## src/design/rrd_pkg.sv

```systemverilog
// Shared types and constants for the reader response deframer.
package rrd_pkg;

  localparam logic [7:0] MIN_FRAME_LENGTH = 8'd5;
  localparam logic [7:0] LIST_COMMAND     = 8'h11;
  localparam logic [7:0] STATUS_OK        = 8'h00;
  localparam logic [7:0] STATUS_NO_CARD   = 8'h01;

  // Frame byte positions
  localparam logic [7:0] POS_LENGTH  = 8'd0;
  localparam logic [7:0] POS_COMMAND = 8'd2;
  localparam logic [7:0] POS_STATUS  = 8'd3;
  localparam logic [7:0] POS_PAYLOAD = 8'd4;

  localparam logic [2:0] VERDICT_OK       = 3'd0;
  localparam logic [2:0] VERDICT_CHECKSUM = 3'd1;
  localparam logic [2:0] VERDICT_COMMAND  = 3'd2;
  localparam logic [2:0] VERDICT_DEVICE   = 3'd3;
  localparam logic [2:0] VERDICT_LENGTH   = 3'd4;

  localparam logic KIND_PAYLOAD = 1'b0;
  localparam logic KIND_VERDICT = 1'b1;

  typedef struct packed {
    logic       result_kind;
    logic [7:0] payload_byte;
    logic [2:0] verdict;
    logic [7:0] device_status;
    logic       frame_last;
  } rrd_result_t;

endpackage

```

## src/design/reader_response_deframer.sv

```systemverilog
// Reader response deframer: byte-wise frame check with tentative payload output.
// A word is registered at input, then processed into the two-entry result queue, from
// which its result is presented and can be taken when the output is not stalled.
// Throughput: one word per cycle while that queue is not full; it absorbs output stalls.
// Reset (rst, synchronous): idle, awaiting a length word, queue empty,
// expected_command cleared to zero.
module reader_response_deframer import rrd_pkg::*; (
  input  logic       clk,
  input  logic       rst,
  input  logic       cfg_write,
  input  logic [7:0] cfg_data,
  input  logic       in_valid,
  output logic       in_ready,
  input  logic [7:0] rx_byte,
  output logic       out_valid,
  input  logic       out_ready,
  output logic       result_kind,
  output logic [7:0] payload_byte,
  output logic [2:0] verdict,
  output logic [7:0] device_status,
  output logic       frame_last
);

  logic [7:0]  expected_command;
  logic        stage_valid;
  logic [7:0]  stage_byte;
  logic        stage_advance;
  logic        queue_full;
  logic        res_valid;
  rrd_result_t res;
  rrd_result_t out_data;

  assign stage_advance = stage_valid && !queue_full;
  assign in_ready      = !stage_valid || !queue_full;

  always_ff @(posedge clk) begin
    if (rst) begin
      expected_command <= '0;
    end else if (cfg_write) begin
      expected_command <= cfg_data;
    end
  end

  always_ff @(posedge clk) begin
    if (rst) begin
      stage_valid <= 1'b0;
    end else if (in_ready) begin
      stage_valid <= in_valid;
    end
  end

  always_ff @(posedge clk) begin
    if (in_valid && in_ready) stage_byte <= rx_byte;
  end

  rrd_frame_ctrl u_frame_ctrl (
    .clk              (clk),
    .rst              (rst),
    .byte_valid       (stage_advance),
    .rx_byte          (stage_byte),
    .expected_command (expected_command),
    .res_valid        (res_valid),
    .res              (res)
  );

  rrd_out_queue u_out_queue (
    .clk       (clk),
    .rst       (rst),
    .push      (res_valid),
    .push_data (res),
    .full      (queue_full),
    .out_valid (out_valid),
    .out_ready (out_ready),
    .out_data  (out_data)
  );

  assign result_kind   = out_data.result_kind;
  assign payload_byte  = out_data.payload_byte;
  assign verdict       = out_data.verdict;
  assign device_status = out_data.device_status;
  assign frame_last    = out_data.frame_last;

endmodule

```

## src/design/rrd_frame_ctrl.sv

```systemverilog
// Frame tracking state and per-word result formation.
module rrd_frame_ctrl import rrd_pkg::*; (
  input  logic        clk,
  input  logic        rst,
  input  logic        byte_valid,
  input  logic [7:0]  rx_byte,
  input  logic [7:0]  expected_command,
  output logic        res_valid,
  output rrd_result_t res
);

  logic [7:0] byte_position, byte_position_next;
  logic [7:0] frame_length, frame_length_next;
  logic [7:0] running_xor, running_xor_next;
  logic [7:0] held_status, held_status_next;
  logic       command_mismatch, command_mismatch_next;
  logic       is_last;
  logic       dev_err;

  assign is_last = ({1'b0, byte_position} + 9'd1) >= {1'b0, frame_length};
  assign dev_err = (expected_command != LIST_COMMAND) && (held_status != STATUS_OK) &&
                   (held_status != STATUS_NO_CARD);

  always_comb begin
    byte_position_next    = byte_position;
    frame_length_next     = frame_length;
    running_xor_next      = running_xor;
    held_status_next      = held_status;
    command_mismatch_next = command_mismatch;
    res_valid             = 1'b0;
    res                   = '0;
    if (byte_valid) begin
      if (byte_position == POS_LENGTH) begin
        if (rx_byte < MIN_FRAME_LENGTH) begin
          res_valid         = 1'b1;
          res.result_kind   = KIND_VERDICT;
          res.verdict       = VERDICT_LENGTH;
          res.frame_last    = 1'b1;
        end else begin
          frame_length_next     = rx_byte;
          running_xor_next      = rx_byte;
          held_status_next      = '0;
          command_mismatch_next = 1'b0;
          byte_position_next    = 8'd1;
        end
      end else if (is_last) begin
        // checksum word: verdict, then back to idle
        res_valid         = 1'b1;
        res.result_kind   = KIND_VERDICT;
        res.device_status = held_status;
        res.frame_last    = 1'b1;
        if (command_mismatch)
          res.verdict = VERDICT_COMMAND;
        else if (dev_err)
          res.verdict = VERDICT_DEVICE;
        else if (running_xor != rx_byte)
          res.verdict = VERDICT_CHECKSUM;
        else
          res.verdict = VERDICT_OK;
        byte_position_next    = '0;
        frame_length_next     = '0;
        running_xor_next      = '0;
        held_status_next      = '0;
        command_mismatch_next = 1'b0;
      end else begin
        running_xor_next   = running_xor ^ rx_byte;
        byte_position_next = byte_position + 8'd1;
        if (byte_position == POS_COMMAND) begin
          command_mismatch_next = (rx_byte != expected_command);
        end else if (byte_position == POS_STATUS) begin
          held_status_next = rx_byte;
        end else if (byte_position >= POS_PAYLOAD) begin
          res_valid        = 1'b1;
          res.result_kind  = KIND_PAYLOAD;
          res.payload_byte = rx_byte;
        end
      end
    end
  end

  always_ff @(posedge clk) begin
    if (rst) begin
      byte_position    <= '0;
      frame_length     <= '0;
      running_xor      <= '0;
      held_status      <= '0;
      command_mismatch <= 1'b0;
    end else begin
      byte_position    <= byte_position_next;
      frame_length     <= frame_length_next;
      running_xor      <= running_xor_next;
      held_status      <= held_status_next;
      command_mismatch <= command_mismatch_next;
    end
  end

endmodule

```

## src/design/rrd_out_queue.sv

```systemverilog
// Two-entry result queue; decouples result formation from output stalls.
module rrd_out_queue import rrd_pkg::*; (
  input  logic        clk,
  input  logic        rst,
  input  logic        push,
  input  rrd_result_t push_data,
  output logic        full,
  output logic        out_valid,
  input  logic        out_ready,
  output rrd_result_t out_data
);

  rrd_result_t entries [2];
  logic       wr_ptr;
  logic       rd_ptr;
  logic [1:0] count;
  logic       pop;

  assign full      = (count == 2'd2);
  assign out_valid = (count != 2'd0);
  assign out_data  = entries[rd_ptr];
  assign pop       = out_valid && out_ready;

  always_ff @(posedge clk) begin
    if (push) entries[wr_ptr] <= push_data;
  end

  always_ff @(posedge clk) begin
    if (rst) begin
      wr_ptr <= 1'b0;
      rd_ptr <= 1'b0;
      count  <= '0;
    end else begin
      if (push) wr_ptr <= ~wr_ptr;
      if (pop) rd_ptr <= ~rd_ptr;
      count <= count + {1'b0, push} - {1'b0, pop};
    end
  end

endmodule

```

## config.mk

```make
export PLATFORM = sky130hd
export DESIGN_NAME = reader_response_deframer
export DESIGN_NICKNAME = d
export VERILOG_FILES = /design/src/design/rrd_pkg.sv /design/src/design/reader_response_deframer.sv /design/src/design/rrd_frame_ctrl.sv /design/src/design/rrd_out_queue.sv
export SDC_FILE = /design/constraint.sdc
export NUM_CORES = 1
export LEC_CHECK = 0
export BUFFER_PORTS_ARGS = -buffer_cell sky130_fd_sc_hd__buf_2
export CAP_MARGIN = 20
export CORE_ASPECT_RATIO = 0.8
export CORE_MARGIN = 3
export CORE_UTILIZATION = 59
export DETAILED_ROUTE_END_ITERATION = 8
export PLACE_DENSITY = 0.79
export SYNTH_ARGS = -nofsm -noshare
export SYNTH_HDL_FRONTEND = slang
export SYNTH_SLANG_ARGS = --single-unit
```

## constraint.sdc

```tcl
create_clock -name clk -period 3.9 [get_ports clk]
set_input_delay 0.78 -clock clk [delete_from_list [all_inputs] [get_ports clk]]
set_output_delay 0.78 -clock clk [all_outputs]
set_load 0.1 [all_outputs]
```

# Word-level counts from Yosys, hierarchy flattened
# Memories as Yosys holds them, arrays and structs flattened. A register that Yosys moved wholly into a read port is not among the register bits.
# Index checks and enable logic that the tools add are counted.
# totals
register_bits	54
latch_bits	0
ram_bits	42
romBits	0
input_bits	21
out_inout_bits	23
n_memories	1
# mem_list
name	words	word_bits	read_ports	rd_clocked_by_memory_dff	write_ports	line_no	text
u_out_queue.entries	2	21	1	1	1	rrd_out_queue.sv:13	rrd_result_t entries [2];
# classes
n_addsub	4
n_mul	0
n_div	0
magnitude_cmp	3
eq_ne	9
shifts	0
mux	44
n_bitwise	3
n_reduce_logical	18
# ops
operator	count
two-way mux 8 bit	18
two-way mux 21 bit	1
two-way mux 1 bit	19
equality test 8 x 2 -> 1 bit (second input constant)	2
inequality test 8 bit	2
two-way mux 12 bit	1
two-way mux 3 bit	4
adder 8 x 1 -> 9 bit (second input constant)	1
>= comparator 9 x 8 -> 1 bit	1
two-way mux 9 bit	1
adder 8 x 1 -> 8 bit (second input constant)	1
>= comparator 8 x 3 -> 1 bit (second input constant)	1
logical NOT 8 bit	1
less-than comparator 8 x 3 -> 1 bit (second input constant)	1
inequality test 8 x 1 -> 1 bit (second input constant)	1
inequality test 8 x 5 -> 1 bit (second input constant)	1
nonzero test 8 bit	1
XOR 8 bit	1
AND reduction 3 bit	2
nonzero test 3 bit	2
logical AND 1 bit	5
AND reduction 4 bit	1
nonzero test 2 bit	2
inequality test 3 x 1 -> 1 bit (second input constant)	1
8 further kinds	10

# Depth between registers and ports, before layout
# Gate-level depths: netlist of run 1.
# depth
depth_word	9
depth_mapped	15
mapped_depth_nobuf	14

# By module
# From an unflattened synthesis of run 1, not the netlist that was laid out.
# hier_totals
hier_cells	396
area_unflattened_um2	4526.8
# modules_own_cells
module	n_inst	cells_per_inst	area_each_um2	seq_area_each_um2
rrd_frame_ctrl	1	268	2199.6	660.6
rrd_out_queue	1	88	1755.4	1361.3
reader_response_deframer	1	40	571.8	420.4

# Worst setup path before layout of run 1
# OpenSTA, ideal clock, no wires.
# synth_timing
path_type	reg-to-reg
startpoint	reg u_frame_ctrl.byte_position[2]
endpoint	mem u_out_queue.entries[0][0] in the netlist's numbering, enable pin
setup_ns	0.399
arrival_ns	3.086
setup_slack_ns	0.415
stages_incl_launch_ff	13
path_buffers	1
synth_period_minus_slack_ns	3.485
path_cell_list	dfxtp_1 > buf_6 > nand3_1 > nor2_1 > and3_1 > xnor2_1 > inv_1 > ha_1 > nand3_1 > o221ai_1 > a221oi_1 > a21oi_1 > nor2b_1
# synth_between
elab_chain_len	9
# synth_lines
item	line_no	text
start: declaration	rrd_frame_ctrl.sv:12	logic [7:0] byte_position, byte_position_next;
start signal: assignment	rrd_frame_ctrl.sv:89	byte_position <= byte_position_next;
parallel branches: the longest is 5 deep, another holds adder 8 x 1 -> 9 bit	-	
two-way mux 1 bit *	rrd_frame_ctrl.sv:33	if (byte_position == POS_LENGTH) begin
two-way mux 1 bit *	rrd_frame_ctrl.sv:32	if (byte_valid) begin
two-way mux 1 bit *	rrd_out_queue.sv:25	if (push) entries[wr_ptr] <= push_data;
two-way mux 1 bit (not written as such) *	rrd_out_queue.sv:25	
end: declaration	rrd_out_queue.sv:13	
# Every way passes the cells marked *.

==> results.yml, run 1 <==
synth:
  syn-cell-area_um2: 4750
  syn_inst: 428
  syn_area_per_cell_um2: 11.1
  synth_mux_area_share_pct: 8.32
  netlist_top_cells_area: "edfxtp_1, dfxtp_1, mux2_2"
  synth-simple-area-share_pct: 19.5
  ys_async_sr_fraction_pct: 0
  netlist-cell-type-count: 58
  synth_top_family_by_area: "simple AND/OR/NAND/NOR gates"
  synthAdderAreaFrac_pct: 3.42
  synth-main-ff-cell: "edfxtp_1"
  netlist_top_cells_count: "edfxtp_1, dfxtp_1, nand2_1"
  ys_ff_latch: 95
  synth_top_area_share_pct: 30.3
  synth_xor_area_share_pct: 5.34
  synth-edff-count: 48
  syn_nets: 462
  yosysMostFrequentCell: "edfxtp_1"
  yosysTopAreaCell: "edfxtp_1"
  ys_seq_area_share_pct: 50.1
  yosysWarningCount: 0
  synth_compound_area_share_pct: 8.56
power:
  p_leak_nw: 2.03
  ir_worst_vdd_mv: 0.405
  power_density_nw_per_um2: 552
grt:
  grt_pass1_wl_um: 16200
  track_usage_pct: 22.8
  globalRouteOverflowTotal: 0
  antenna_found_initial: 0
  grt_pass1_vias: 3224
  grt_max_degree: 36
sta:
  finalSetupViolCount: 0
  hold_slack_ps: 472
  rsz0062_at_grt: "no"
  tightestPinTransition_ps: 933
  hold_viol: 0
  clock_skew_ps: 5.78
  slew_headroom_pct: 37.6
  slew_violations: 0
  finalCriticalPeriod_ps: 3490
  tns_ps: 0
  clock.fmax_ghz: 0.287
  finalCritPeriodShare_pct: 89.4
outcome:
  status: "complete, no violations"
route:
  dr.pass1.iters: 5
  ant_nets: 0
  drt_iter0_drc: 306
  vias: 3323
  drt-total-wl_um: 9770
  viasPerCell: 5.84
  drc: 0
  route.detailed.wl_per_inst_um: 17.2
placed_design:
  place_congestion: 0.892
  dp_hpwl_um: 6770
  dpl-instance-area_um2: 4990
  port_buffers: 43
  place_inst: 553
floorplanning:
  die_area_um2: 9170
  die_w_um: 106
  core_area_um2: 7600
  fp-row-count: 28
  io_pins: 44
  die_h_um: 86.3
  initial_utilization_pct: 62.5
cts:
  tritoncts: "built"
  cts.clk_slew.worst_paths_ps: 90
  cts_setup_buffers: 0
  cts_max_level: 3
  post_cts_resized: 0
  cts_hold_buf: 0
  cts_buffers: 9
  cts-root-buf: "clkbuf_8"
  clockBufferDepth: 2
  insertion_delay_ps: 360
  numClockSinks: 95
critical_path:
  endpoint_kind: "flop"
  worstPathRequired_ps: 4020
  crit_fanout: 17
  start_kind: "flop"
  crit_arrival_ps: 3610
  criticalPathCategory: "reg2reg"
hold_path:
  worstHoldPathType: "reg2reg"
job:
  max_cap_viol_count: 0
layout:
  stdcell_area_um2: 5200
  stdcell_count: 569
  fin_nets: 493
  area_growth_pct: 9.45
  drive_gt1_share_pct: 22.8
  diodes: 0
  fillers: 603
[sequential cells by signal, summed over array words and instances (netlist names), named ones only]
name,count
u_out_queue.entries,40
expected_command,8
stage_byte,8
u_frame_ctrl.byte_position,8
u_frame_ctrl.frame_length,8
u_frame_ctrl.held_status,8
u_frame_ctrl.running_xor,8
u_out_queue.count,2
stage_valid,1
u_frame_ctrl.command_mismatch,1
u_out_queue.rd_ptr,1
u_out_queue.wr_ptr,1
[power by group]
group          internal (mW)  total, mW  leakage [nW]  switching [mW]
Combinational          0.252      0.974          1.09           0.721
Clock                  0.311      0.678         0.109           0.367
Sequential              1.12       1.22         0.829          0.0981
[cells by family after synthesis]
family	Yosys count
AO/OA/AOI/OAI	44
multiplexers	37
flip-flops	95
AND/OR/NAND/NOR	162
XOR/XNOR	29
buffers and inverters	48
adder cells (fa/ha/maj)	13
[layout by cell type (no fill, tap or decap), types with 3 or more instances in the layout]
| master | count |
|---|---|
| a21oi_1 | 13 |
| and2_1 | 19 |
| and3_1 | 3 |
| buf_2 | 43 |
| buf_4 | 5 |
| clkbuf_8 | 9 |
| dfxtp_1 | 47 |
| edfxtp_1 | 48 |
| ha_1 | 13 |
| inv_1 | 19 |
| mux2_2 | 20 |
| mux2i_1 | 17 |
| nand2_1 | 40 |
| nand3_1 | 23 |
| nand4_1 | 12 |
| nand4b_1 | 7 |
| nor2_1 | 18 |
| nor2b_1 | 4 |
| nor3_1 | 4 |
| nor3_2 | 5 |
| nor3b_1 | 7 |
| nor4_1 | 6 |
| o31ai_1 | 3 |
| o31ai_4 | 4 |
| o41ai_1 | 3 |
| xnor2_1 | 7 |
| xor2_1 | 22 |
[worst paths after layout]
kind	from	end	slack [ps]	depth (start not counted)
min	u_frame_ctrl.held_status[4]$_SDFFE_PP0P_	u_frame_ctrl.held_status[4]$_SDFFE_PP0P_	470	2
min reg2reg	u_frame_ctrl.held_status[4]$_SDFFE_PP0P_	u_frame_ctrl.held_status[4]$_SDFFE_PP0P_	470	2
max	u_frame_ctrl.byte_position[2]$_SDFFE_PP0P_	u_out_queue.entries[0][3]$_DFFE_PP_	410	11
max reg2reg	u_frame_ctrl.byte_position[2]$_SDFFE_PP0P_	u_out_queue.entries[0][3]$_DFFE_PP_	410	11
[cell type report]
| cell class | instances | area [um2] | area share (%) |
|---|---|---|---|
| repair buffers | 48 | 253 | 4.86 |
| flip-flops and latches | 95 | 2380 | 45.8 |
| clock buffers | 9 | 124 | 2.38 |
| clock inverters | 7 | 88.8 | 1.71 |
| well taps | 105 | 131 | 2.53 |
| inverters | 20 | 75.1 | 1.44 |
| multi-input cells | 285 | 2150 | 41.3 |
[per-layer routing]
metal | vias up | global-route usage (%) | part of all wire (%)
li1 | 1598 | - | -
met3 | 14 | 4.47 | 7.2
met4 | 0 | 7.76 | 1.7
met1 | 1582 | 30.9 | 44
met2 | 129 | 37.1 | 47
met5 | - | 0 | 0
[worst max-delay path, stage by stage, from the launching register on]
cell	delay, ps
dfxtp_1	500
nand3_1	200
nor2_1	230
and3_1	200
xnor2_1	140
inv_1	70
ha_1	300
nand3_1	150
o221ai_1	190
nor2_2	590
a21oi_1	380
and2_1	290
[stage by stage]
stage	worst slack [ps]	util, %	power, mW
6_report	413	68.4	2.87
5_1_grt	131	68.4	2.99
4_1_cts	437	68.4	2.89
3_5_place_dp	457	65.6	2.21
3_3_place_gp	614	65.6	2.19
2_1_floorplan	415	-	2.07
Note: power is estimated with default switching activity, not from simulation.
==> inputs of run 2 (changes only) <==
CELL_PAD_IN_SITES_DETAIL_PLACEMENT = 1   (was default)
CELL_PAD_IN_SITES_GLOBAL_PLACEMENT = 1   (was default)
CORE_UTILIZATION = 47   (was 59)
==> results.yml, run 2 (same netlist as run 1, synthesis figures left out) <==
outcome:
  status: "complete, no violations"
sta:
  hold_slack_ps: 465
  finalCritPeriodShare_pct: 88.7
  rsz0062_at_grt: "no"
  clock_skew_ps: 5.02
  tns_ps: 0
  finalSetupViolCount: 0
  hold_viol: 0
  clock.fmax_ghz: 0.289
  finalCriticalPeriod_ps: 3460
  slew_violations: 0
  tightestPinTransition_ps: 867
  fin_ws_ps: 442
  slew_headroom_pct: 42.1
layout:
  largest-register: "u_out_queue.entries"
  fillers: 1065
  largest_reg_flops: 40
  stdcell_area_um2: 5390
  area_growth_pct: 13.4
  stdcell_count: 602
  final_cell_mix: "edfxtp_1, dfxtp_1, buf_2"
  final_common_cell: "edfxtp_1"
  fin_nets: 495
  fin_util_pct: 55.4
  multi_input_area_um2: 2150
  diodes: 0
  drive_gt1_share_pct: 23.0
  register_area_um2: 2380
floorplanning:
  fp-row-count: 32
  io_pins: 44
  core_area_um2: 9730
  die_h_um: 95.9
  initial_utilization_pct: 48.8
  die_area_um2: 11400
  die_w_um: 118
cts:
  cts-root-buf: "clkbuf_16"
  numClockSinks: 95
  cts.clk_slew.worst_paths_ps: 70
  cts_hold_buf: 0
  cts_buffers: 9
  clockBufferDepth: 2
  insertion_delay_ps: 340
  cts_max_level: 3
  tritoncts: "built"
  post_cts_resized: 0
  cts_setup_buffers: 0
job:
  max_cap_viol_count: 0
grt:
  grt_max_degree: 35
  antenna_found_initial: 0
  grt_pass1_vias: 3615
  track_usage_pct: 21.5
  grt_pass1_wl_um: 19000
  globalRouteOverflowTotal: 0
route:
  dr.pass1.iters: 4
  route.detailed.wl_per_inst_um: 19.1
  drc: 0
  vias: 3367
  ant_nets: 0
  viasPerCell: 5.59
  drt-total-wl_um: 11500
  drt_iter0_drc: 176
placed_design:
  pre_cts_slack_ps: 452
  place_inst: 586
  port_buffers: 43
  place_congestion: 0.890
  dp_hpwl_um: 8110
  dpl-instance-area_um2: 5040
power:
  power_density_nw_per_um2: 601
  ir_worst_vdd_mv: 0.459
  p_total_mw: 3.24
  p_leak_nw: 2.10
hold_path:
  worstHoldPathType: "reg2reg"
critical_path:
  max_stage_delay_ps: 500
  path_cells: "nand3_1 > nor2_1 > and3_1 > xnor2_1 > inv_1 > ha_1 > nand3_1 > o221ai_1 > a221oi_1 > a21oi_1 > ha_1 > xor2_1 > xnor2_1 > nor2_1"
  start_kind: "flop"
  endpoint_kind: "flop"
  crit_arrival_ps: 3670
  crit_fanout: 7
  worstPathRequired_ps: 4110
  slowest_stage: "dfxtp_1"
  criticalPathCategory: "reg2reg"
==> run 2: area by class of cell <==
cell class	count	share of cell area, %
clock buffers	10	4.25
clock inverters	6	2.18
inverters	20	1.39
multi-input cells	285	39.8
flip-flops and latches	95	44.2
well taps	136	3.16
repair buffers	50	4.97
==> run 2: routing by layer <==
metal | vias to the layer above | part of all wire, % | track usage [%]
met5 | - | 0 | 0
met4 | 0 | 0.89 | 5.98
met3 | 12 | 3.7 | 4.52
met2 | 55 | 49 | 37.6
met1 | 1696 | 46 | 27.6
li1 | 1604 | - | -
==> run 2: where the power goes <==
group          internal, mW  switching, mW  leakage, nW
Combinational         0.256          0.742         1.10
Clock                 0.634          0.387        0.165
Sequential             1.12         0.0971        0.829
==> run 2: critical path, delay by kind of cell, from the launching register on <==
| family | cells | cell delay, ps |
|---|---|---|
| xor gates and xnor gates | 3 | 450 |
| adders and majority gates | 2 | 570 |
| DFF | 1 | 500 |
| buffers and inverters | 1 | 60 |
| and+or+nand+nor | 5 | 830 |
| AOI/OAI and AO/OA | 3 | 910 |
==> run 2: worst paths after layout <==
path,endpoint,slack (ps),depth (start not counted),from
worst max-delay path,u_out_queue.count[1]$_SDFF_PP0_,440,14,u_frame_ctrl.byte_position[2]$_SDFFE_PP0P_
worst min-delay path,u_frame_ctrl.held_status[6]$_SDFFE_PP0P_,470,2,u_frame_ctrl.held_status[6]$_SDFFE_PP0P_
worst max register to register,u_out_queue.count[1]$_SDFF_PP0_,440,14,u_frame_ctrl.byte_position[2]$_SDFFE_PP0P_
worst min register to register,u_frame_ctrl.held_status[6]$_SDFFE_PP0P_,470,2,u_frame_ctrl.held_status[6]$_SDFFE_PP0P_
==> inputs of run 3 (changes only) <==
SLEW_MARGIN = 30   (was default)
clock period = 3.36 ns   (was 3.9 ns; I/O delays follow)
==> results.yml, run 3 (same netlist as run 1, synthesis figures left out) <==
layout:
  fillers: 1059
  diodes: 0
  area_growth_pct: 14.7
  final_cell_mix: "edfxtp_1, dfxtp_1, buf_2"
  fin_util_pct: 56.0
  final_common_cell: "edfxtp_1"
  largest_reg_flops: 40
  drive_gt1_share_pct: 25.1
  largest-register: "u_out_queue.entries"
  fin_nets: 503
floorplanning:
  core_area_um2: 9730
  die_w_um: 118
  fp-row-count: 32
  io_pins: 44
  die_h_um: 95.9
  die_area_um2: 11400
  initial_utilization_pct: 48.8
placed_design:
  dp_hpwl_um: 8500
  port_buffers: 43
  place_congestion: 0.860
critical_path:
  start_kind: "flop"
  endpoint_kind: "flop"
  criticalPathCategory: "reg2reg"
  worstPathRequired_ps: 3460
  r2r_slack_ps: 190
  crit_fanout: 8
  crit_arrival_ps: 3260
cts:
  cts-root-buf: "clkbuf_16"
  tritoncts: "built"
  cts_buffers: 9
  cts.clk_slew.worst_paths_ps: 70
  numClockSinks: 95
  cts_max_level: 3
  clockBufferDepth: 2
  insertion_delay_ps: 350
sta:
  tightestPinTransition_ps: 945
  tns_ps: 0
  finalCritPeriodShare_pct: 94.2
  slew_headroom_pct: 36.8
  slew_violations: 0
  finalSetupViolCount: 0
  finalCriticalPeriod_ps: 3170
  clock_skew_ps: 7.31
  rsz0062_at_grt: "yes"
  clock.fmax_ghz: 0.316
  hold_viol: 0
grt:
  grt_max_degree: 24
  grt_pass1_vias: 3476
  track_usage_pct: 21.8
  grt_pass1_wl_um: 19100
  antenna_found_initial: 0
  globalRouteOverflowTotal: 0
outcome:
  status: "complete, no violations"
route:
  ant_nets: 0
  viasPerCell: 5.63
  vias: 3435
  drt-total-wl_um: 11700
  route.detailed.wl_per_inst_um: 19.3
  drt_iter0_drc: 186
  dr.pass1.iters: 4
  drc: 0
power:
  p_total_mw: 3.70
  ir_worst_vdd_mv: 0.553
  power_density_nw_per_um2: 679
  p_leak_nw: 2.13
hold_path:
  worstHoldPathType: "reg2reg"
job:
  max_cap_viol_count: 0
[run 3: final cells by class]
cell class | instances | area (um2) | area share [%]
clock inverter | 6 | 91.3 | 1.68
multi-input combinational | 285 | 2160 | 39.7
tap | 136 | 170 | 3.12
sequential | 95 | 2380 | 43.7
inverter | 20 | 75.1 | 1.38
timing repair buffer | 58 | 340 | 6.24
clock buffer | 10 | 229 | 4.20
[run 3: what timing repair did]
action / in CTS / in global routing
setup buffers: 0 / 0
hold buffers: 0 / 0
endpoints found under the setup margin: 0 / 65
resized for setup: 0 / 4
[run 3: worst paths after layout]
path	from	endpoint	depth (start not counted)
setup reg to reg	u_frame_ctrl.byte_position[0]$_SDFFE_PP0P_	u_out_queue.entries[1][12]$_DFFE_PP_	11
hold / removal	u_frame_ctrl.held_status[0]$_SDFFE_PP0P_	u_frame_ctrl.held_status[0]$_SDFFE_PP0P_	2
setup / recovery	u_frame_ctrl.byte_position[0]$_SDFFE_PP0P_	u_out_queue.entries[1][12]$_DFFE_PP_	11
hold reg to reg	u_frame_ctrl.held_status[0]$_SDFFE_PP0P_	u_frame_ctrl.held_status[0]$_SDFFE_PP0P_	2
[run 3: metrics by stage]
stage	cells	area, um2	setup slack, ps	hold slack (ps)
6_report	610	5450	193	473
5_1_grt	610	5450	-48.2	490
4_1_cts	610	5440	31.6	482
3_5_place_dp	594	5110	40.6	467
3_3_place_gp	594	5110	235	449
2_1_floorplan	428	4750	236	434
[run 3: where the power goes]
part / internal, mW / leakage, nW / total (mW) / switching, mW
Clock: 0.658 / 0.157 / 1.10 / 0.440
Combinational: 0.315 / 1.15 / 1.22 / 0.908
Sequential: 1.30 / 0.829 / 1.38 / 0.0763
Total: 2.28 / 2.13 / 3.70 / 1.42
[run 3: metal layers]
metal,wire length (um),track usage (%),up-vias
met2,5620,36.9,74
li1,-,-,1625
met4,136,6.36,0
met3,579,4.52,12
met5,0,0,-
met1,5420,28.7,1724
[run 3: worst max-delay path, cell delays in order (launching register included)]
cell and delay (ps):
dfxtp_1 430, nand3_1 190, nor2_2 190, and3_1 180, xnor2_1 140, inv_1 60, ha_1 300, nand3_1 130
nor2_1 470, nand2_1 230, and4_1 350, and2_1 230
